### config.mk
export PLATFORM = sky130hd
export DESIGN_NAME = merkle_sum_parent_node_core
export DESIGN_NICKNAME = d
export VERILOG_FILES = /design/src/design/msp_pkg.sv /design/src/design/merkle_sum_parent_node_core.sv
export SDC_FILE = /design/constraint.sdc
export NUM_CORES = 2
export LEC_CHECK = 0
export BUFFER_PORTS_ARGS = -buffer_cell sky130_fd_sc_hd__buf_2
export CORE_MARGIN = 2
export CORE_UTILIZATION = 25
export CTS_CLUSTER_DIAMETER = 120
export CTS_CLUSTER_SIZE = 20
export DETAILED_ROUTE_END_ITERATION = 16
export HOLD_SLACK_MARGIN = 0.15
export PLACE_DENSITY_LB_ADDON = 0.3
export SKIP_LAST_GASP = 1
export SYNTH_ARGS = -nofsm -noshare
export SYNTH_HDL_FRONTEND = slang
export SYNTH_SLANG_ARGS = --single-unit
### constraint.sdc
create_clock -name clk -period 13.4 [get_ports clk]
set_input_delay 2.68 -clock clk [delete_from_list [all_inputs] [get_ports clk]]
set_output_delay 2.68 -clock clk [all_outputs]
set_load 0.05 [all_outputs]
### src/design/msp_pkg.sv
// ---------------------------------------------------------------------------
// msp_pkg: shared types and constants for the merkle sum parent node
// Beat types, SHA-256 round constants, initial hash words, block helpers.
// ---------------------------------------------------------------------------
`default_nettype none

package msp_pkg;

	// truncated hash width in bytes (1 to 8)
	localparam int HASH_BYTES = 8;
	localparam int SUM_BYTES  = 8;
	localparam int MSG_BYTES  = SUM_BYTES + 2 * HASH_BYTES;
	localparam logic [63:0] MSG_BITS = 64'(MSG_BYTES * 8);
	localparam int ROUNDS     = 64;

	// input beat
	typedef struct packed {
		logic signed [63:0] left_sum;
		logic        [63:0] left_hash;
		logic signed [63:0] right_sum;
		logic        [63:0] right_hash;
	} item_t;

	// result beat
	typedef struct packed {
		logic signed [63:0] parent_sum;
		logic        [63:0] parent_hash;
		logic               sum_overflow;
	} result_t;

	localparam logic [31:0] ROUND_K [ROUNDS] = '{
		32'h428a2f98, 32'h71374491, 32'hb5c0fbcf, 32'he9b5dba5,
		32'h3956c25b, 32'h59f111f1, 32'h923f82a4, 32'hab1c5ed5,
		32'hd807aa98, 32'h12835b01, 32'h243185be, 32'h550c7dc3,
		32'h72be5d74, 32'h80deb1fe, 32'h9bdc06a7, 32'hc19bf174,
		32'he49b69c1, 32'hefbe4786, 32'h0fc19dc6, 32'h240ca1cc,
		32'h2de92c6f, 32'h4a7484aa, 32'h5cb0a9dc, 32'h76f988da,
		32'h983e5152, 32'ha831c66d, 32'hb00327c8, 32'hbf597fc7,
		32'hc6e00bf3, 32'hd5a79147, 32'h06ca6351, 32'h14292967,
		32'h27b70a85, 32'h2e1b2138, 32'h4d2c6dfc, 32'h53380d13,
		32'h650a7354, 32'h766a0abb, 32'h81c2c92e, 32'h92722c85,
		32'ha2bfe8a1, 32'ha81a664b, 32'hc24b8b70, 32'hc76c51a3,
		32'hd192e819, 32'hd6990624, 32'hf40e3585, 32'h106aa070,
		32'h19a4c116, 32'h1e376c08, 32'h2748774c, 32'h34b0bcb5,
		32'h391c0cb3, 32'h4ed8aa4a, 32'h5b9cca4f, 32'h682e6ff3,
		32'h748f82ee, 32'h78a5636f, 32'h84c87814, 32'h8cc70208,
		32'h90befffa, 32'ha4506ceb, 32'hbef9a3f7, 32'hc67178f2
	};

	localparam logic [31:0] INIT_H [8] = '{
		32'h6a09e667, 32'hbb67ae85, 32'h3c6ef372, 32'ha54ff53a,
		32'h510e527f, 32'h9b05688c, 32'h1f83d9ab, 32'h5be0cd19
	};

	function automatic logic [31:0] rotr(input logic [31:0] x, input int n);
		return (x >> n) | (x << (32 - n));
	endfunction

	function automatic logic [31:0] big_sig0(input logic [31:0] x);
		return rotr(x, 2) ^ rotr(x, 13) ^ rotr(x, 22);
	endfunction

	function automatic logic [31:0] big_sig1(input logic [31:0] x);
		return rotr(x, 6) ^ rotr(x, 11) ^ rotr(x, 25);
	endfunction

	function automatic logic [31:0] small_sig0(input logic [31:0] x);
		return rotr(x, 7) ^ rotr(x, 18) ^ (x >> 3);
	endfunction

	function automatic logic [31:0] small_sig1(input logic [31:0] x);
		return rotr(x, 17) ^ rotr(x, 19) ^ (x >> 10);
	endfunction

	// padded single block, byte 0 in the top bits
	function automatic logic [511:0] build_block(input logic [63:0] ps,
			input logic [63:0] lh, input logic [63:0] rh);
		logic [511:0] blk;
		logic [7:0]   b;
		int           j;
		blk = '0;
		for (int i = 0; i < 64; i++) begin
			b = 8'h00;
			if (i < SUM_BYTES) begin
				b = ps[8*i +: 8];
			end else if (i < SUM_BYTES + HASH_BYTES) begin
				j = i - SUM_BYTES;
				b = lh[8*(HASH_BYTES-1-j) +: 8];
			end else if (i < MSG_BYTES) begin
				j = i - SUM_BYTES - HASH_BYTES;
				b = rh[8*(HASH_BYTES-1-j) +: 8];
			end else if (i == MSG_BYTES) begin
				b = 8'h80;
			end else if (i >= 56) begin
				b = MSG_BITS[8*(63-i) +: 8];
			end
			blk[511-8*i -: 8] = b;
		end
		return blk;
	endfunction

endpackage

`default_nettype wire

### src/design/merkle_sum_parent_node_core.sv
// An input beat is loaded, then the single SHA-256 round unit does one of 64
// rounds per cycle, and the finish state writes the result into the output
// register once it is free. A new item is taken only when back in idle.
// A waiting result sits in the output register while the next item runs.
// Reset (arst_n low, asynchronous) returns the sequencer to idle and drops
// the result valid; no clearing pass is needed.
// ---------------------------------------------------------------------------
// merkle_sum_parent_node_core: merkle sum tree parent node
// Adds the child sums and hashes sum and child hashes with one SHA-256 block.
// ---------------------------------------------------------------------------
`default_nettype none

module merkle_sum_parent_node_core
	import msp_pkg::*;
(
	input  wire logic    clk,
	input  wire logic    arst_n,
	input  wire logic    item_valid,
	output logic         item_stall,
	input  wire item_t   item,
	output logic         result_valid,
	input  wire logic    result_stall,
	output result_t      result
);

	typedef enum logic [2:0] {
		ST_IDLE   = 3'b001,
		ST_ROUND  = 3'b010,
		ST_FINISH = 3'b100
	} state_t;

	state_t             state_q;
	logic [5:0]         rnd_q;
	logic [31:0]        w_q [16];
	logic [31:0]        a_q, b_q, c_q, d_q, e_q, f_q, g_q, h_q;
	logic signed [63:0] sum_q;
	logic               ovf_q;
	logic               result_valid_q;
	result_t            result_q;

	logic               in_acc;
	logic               out_free;
	logic signed [63:0] sum_d;
	logic               ovf_d;
	logic [511:0]       blk_d;
	logic [31:0]        w_next, t1, t2;
	logic [63:0]        dig_top;

	assign in_acc   = item_valid && (state_q == ST_IDLE);
	assign out_free = !result_valid_q || !result_stall;

	// child sum, overflow and padded block
	always_comb begin
		sum_d = item.left_sum + item.right_sum;
		ovf_d = ~(item.left_sum[63] ^ item.right_sum[63]) &
			(item.left_sum[63] ^ sum_d[63]);
		blk_d = build_block(sum_d, item.left_hash, item.right_hash);
	end

	// shared round unit and schedule word
	always_comb begin
		w_next = w_q[0] + small_sig0(w_q[1]) + w_q[9] + small_sig1(w_q[14]);
		t1 = h_q + big_sig1(e_q) + ((e_q & f_q) ^ (~e_q & g_q)) +
			ROUND_K[rnd_q] + w_q[0];
		t2 = big_sig0(a_q) + ((a_q & b_q) ^ (a_q & c_q) ^ (b_q & c_q));
		dig_top = {INIT_H[0] + a_q, INIT_H[1] + b_q};
	end

	// sequencer
	always_ff @(posedge clk or negedge arst_n) begin
		if (!arst_n) begin
			state_q <= ST_IDLE;
			rnd_q   <= '0;
		end else begin
			case (state_q)
				ST_IDLE: begin
					if (in_acc) begin
						state_q <= ST_ROUND;
						rnd_q   <= '0;
					end
				end
				ST_ROUND: begin
					rnd_q <= rnd_q + 6'd1;
					if (rnd_q == 6'(ROUNDS - 1)) begin
						state_q <= ST_FINISH;
					end
				end
				ST_FINISH: begin
					if (out_free) begin
						state_q <= ST_IDLE;
					end
				end
				default: begin
					state_q <= ST_IDLE;
				end
			endcase
		end
	end

	// working variables and schedule window
	always_ff @(posedge clk) begin
		if (in_acc) begin
			for (int i = 0; i < 16; i++) begin
				w_q[i] <= blk_d[511-32*i -: 32];
			end
			a_q   <= INIT_H[0];
			b_q   <= INIT_H[1];
			c_q   <= INIT_H[2];
			d_q   <= INIT_H[3];
			e_q   <= INIT_H[4];
			f_q   <= INIT_H[5];
			g_q   <= INIT_H[6];
			h_q   <= INIT_H[7];
			sum_q <= sum_d;
			ovf_q <= ovf_d;
		end else if (state_q == ST_ROUND) begin
			for (int i = 0; i < 15; i++) begin
				w_q[i] <= w_q[i+1];
			end
			w_q[15] <= w_next;
			h_q <= g_q;
			g_q <= f_q;
			f_q <= e_q;
			e_q <= d_q + t1;
			d_q <= c_q;
			c_q <= b_q;
			b_q <= a_q;
			a_q <= t1 + t2;
		end
	end

	// output register
	always_ff @(posedge clk or negedge arst_n) begin
		if (!arst_n) begin
			result_valid_q <= 1'b0;
		end else if (state_q == ST_FINISH && out_free) begin
			result_valid_q <= 1'b1;
		end else if (!result_stall) begin
			result_valid_q <= 1'b0;
		end
	end

	always_ff @(posedge clk) begin
		if (state_q == ST_FINISH && out_free) begin
			result_q.parent_sum   <= sum_q;
			result_q.parent_hash  <= dig_top >> (64 - 8 * HASH_BYTES);
			result_q.sum_overflow <= ovf_q;
		end
	end

	assign item_stall   = (state_q != ST_IDLE);
	assign result_valid = result_valid_q;
	assign result       = result_q;

endmodule

`default_nettype wire

==> out/qor.csv <==
metric,value,unit
antenna violations before repair,15,
mapped cell area,55850,um^2
register with the most flip-flops,w_q,
final antenna-violating net count,0,
cell at the slowest stage of the critical path,sky130_fd_sc_hd__ha_1,
kind of launch point of the worst setup path,flop,
Worst R2R Start,rnd_q[1]$_DFFE_PN0P_,
post-route cell area,62370,um^2
count of routing violations after the opening detailed-route iteration,3383,
routed metal-1 wirelength,83.86,mm
number of ports placed on the die boundary,391,
H-tree Lvls,2,
total CTS buffers,55,
routability cong.,0.9117,
Final Skew,0.05871,ns
kind of capture point of the worst setup path,flop,
Tightest Pin Transition,1.341,ns
detailed-routed wire length on met2,85.84,mm
"Primary FF master, synth",sky130_fd_sc_hd__edfxtp_1,
number of cell rows,173,
maximum number of buffers from clock root to sink,3,
headroom to the max-slew limit,9.433,%
DRT Pass-1 Iters,8,
launching instance or port of the critical path,rnd_q[1]$_DFFE_PN0P_,
R2R Setup Slk,3.68,ns
Total Negative Setup Slacks,0,ns
Final min period,9.720,ns
"top library cells by usage in the layout, fill and taps aside","sky130_fd_sc_hd__nand2_1 (1123), sky130_fd_sc_hd__edfxtp_1 (706), sky130_fd_sc_hd__buf_2 (390)",
setup fix buffers added after clock tree synthesis,0,
cell class contributing the biggest share of worst-path delay,compound AO/OA/AOI/OAI gates,
clock-pin slew on the worst setup and hold paths,0.10,ns
vias in the first global route,39420,
final core utilization,28.08,%
Synth Area per Inst,10.08,um^2
Max Used Layer,met5,
layout net count,6365,
Core Region,222100,um^2
largest net degree at the start of global routing,197,
TritonCTS clock tree,done,
maxcap violations,0,
total half-perimeter wirelength after legalization and detailed placement,136.5,mm
hold buffer count at CTS,0,
layout overhead on the synthesized area,11.67,%
Largest register FFs,512,
"Seq/Total Area, Yosys",47.59,%
routed via count divided by cell count,4.604,
Reg-to-Reg End,a_q[30]$_SDFFE_PP1P_,
starting density of the core,25.15,%
critical path depth,35,
final wirelength,181.6,mm
data required time at the worst endpoint,13.94,ns
clock latency on the worst-skew pair,0.74,ns
depth of the most critical reg-to-reg path,35,
instance area at placement,60740,um^2
GR Util All Layers,15.44,%
Slew Limit Fails,0,
highest clock rate,102.9,MHz
Hold Path Class,flop to flop,
worst setup path class,flop to flop,
sum of buffers and inverters on the critical path,5,
count of instances resized after the clock tree is built,0,
status,completed,
arrival time worst endpoint,10.26,ns
number of I/O port buffers,390,
longest individual stage delay on the worst path,0.94,ns
wire length of the first global-routing pass,266.4,mm
root buffer cell,sky130_fd_sc_hd__clkbuf_16,
global route overflow,0,
share of cells above drive strength 1,10.47,%
DR WL/cell,20.80,um
ratio of final minimum period to clock period,72.54,%
RSZ-0062 raised after global routing,no,
CP Capture Point,a_q[30]$_SDFFE_PP1P_,
Syn Inst Count,5539,
post-synthesis cell type count,95,
sinks on the clock net,972,
number of synthesis warnings,0,
DRC violation count after routing,0,
number of nets in the synthesized netlist,6197,
Die Ht,476.6,um
ys async rst share,1.029,%
die width,476.6,um
"leading cell type in the layout, fill and taps excluded",sky130_fd_sc_hd__nand2_1,
Die Area,227200,um^2
Final Setup Violations,0,
Post-Route Hold Slack,0.4145,ns
final-report hold violation count,0,
maximum fanout along the worst path,28,
"EDFF count, synth",706,
detailed-route via count,40190,
number of register bits inferred by synthesis,972,
WL met3,7.374,mm
[routing by layer]
metal  vias to the layer above  GRT usage (%)
met2                      1002          25.61
met5                         -              0
met3                       166          1.291
met4                         4          3.782
met1                     19780          21.67
li1                      19240              -
[cell type report]
cell class                 instances  area, um^2
antenna                            5       12.51
clock inverter                     6       100.1
fill                           23450      159700
clock buffer                      93        1519
tap                             2975        3722
timing repair buffer             434        2332
multi-input combinational       3979       27090
sequential                       972       26580
inverter                         265        1003
[worst min-delay path by stage]
stage	from	end	slack, ns	cells past startpoint
CTS	sum_q[24]$_DFFE_PP_	result[89]$_DFFE_PP_	0.42	0
finish	sum_q[19]$_DFFE_PP_	result[84]$_DFFE_PP_	0.41	0
detailed placement	sum_q[63]$_DFFE_PP_	result[128]$_DFFE_PP_	0.40	0
global route	sum_q[24]$_DFFE_PP_	result[89]$_DFFE_PP_	0.42	0
floorplan	ovf_q$_DFFE_PP_	result[0]$_DFFE_PP_	0.40	0
global placement	sum_q[32]$_DFFE_PP_	result[97]$_DFFE_PP_	0.40	0
[cells in the mapped netlist, types with 37 or more instances]
master	count	area (um^2)
sky130_fd_sc_hd__mux2_2	44	495.5
sky130_fd_sc_hd__o21bai_1	37	277.8
sky130_fd_sc_hd__nand2_1	1123	4215
sky130_fd_sc_hd__nor3_1	54	270.3
sky130_fd_sc_hd__a21oi_1	316	1582
sky130_fd_sc_hd__inv_1	264	991.0
sky130_fd_sc_hd__o211ai_1	55	412.9
sky130_fd_sc_hd__ha_1	210	2628
sky130_fd_sc_hd__a31oi_1	48	300.3
sky130_fd_sc_hd__clkbuf_1	294	1104
sky130_fd_sc_hd__nor2_1	220	825.8
sky130_fd_sc_hd__fa_1	188	3764
sky130_fd_sc_hd__xor2_1	137	1200
sky130_fd_sc_hd__xnor2_1	342	2995
sky130_fd_sc_hd__and2_1	301	1883
sky130_fd_sc_hd__edfxtp_1	706	21200
sky130_fd_sc_hd__dfxtp_1	256	5125
sky130_fd_sc_hd__nand3_1	143	715.7
sky130_fd_sc_hd__a21o_1	151	1134
sky130_fd_sc_hd__o21ai_0	215	1076
[kinds of logic after synthesis]
family                   count (synthesis)  synth area share (%)
AND/OR/NAND/NOR                       1993                 15.97
adder cells (fa/ha/maj)                401                 11.50
AO/OA/AOI/OAI                         1030                 11.74
multiplexers                            74                 1.649
XOR/XNOR                               481                 7.593
flip-flops                             972                 47.59
buffers and inverters                  588                 3.963
[through the flow]
stage          setup WS, ns  instances
2_1_floorplan         1.852       5539
3_5_place_dp          3.636       8625
6_report              3.680       8729
5_1_grt               2.937       8725
3_3_place_gp          3.714       8625
4_1_cts               3.647       8724
Power is not shown: default switching activity piles up to over one toggle a cycle in this logic, so the estimate is an artifact.
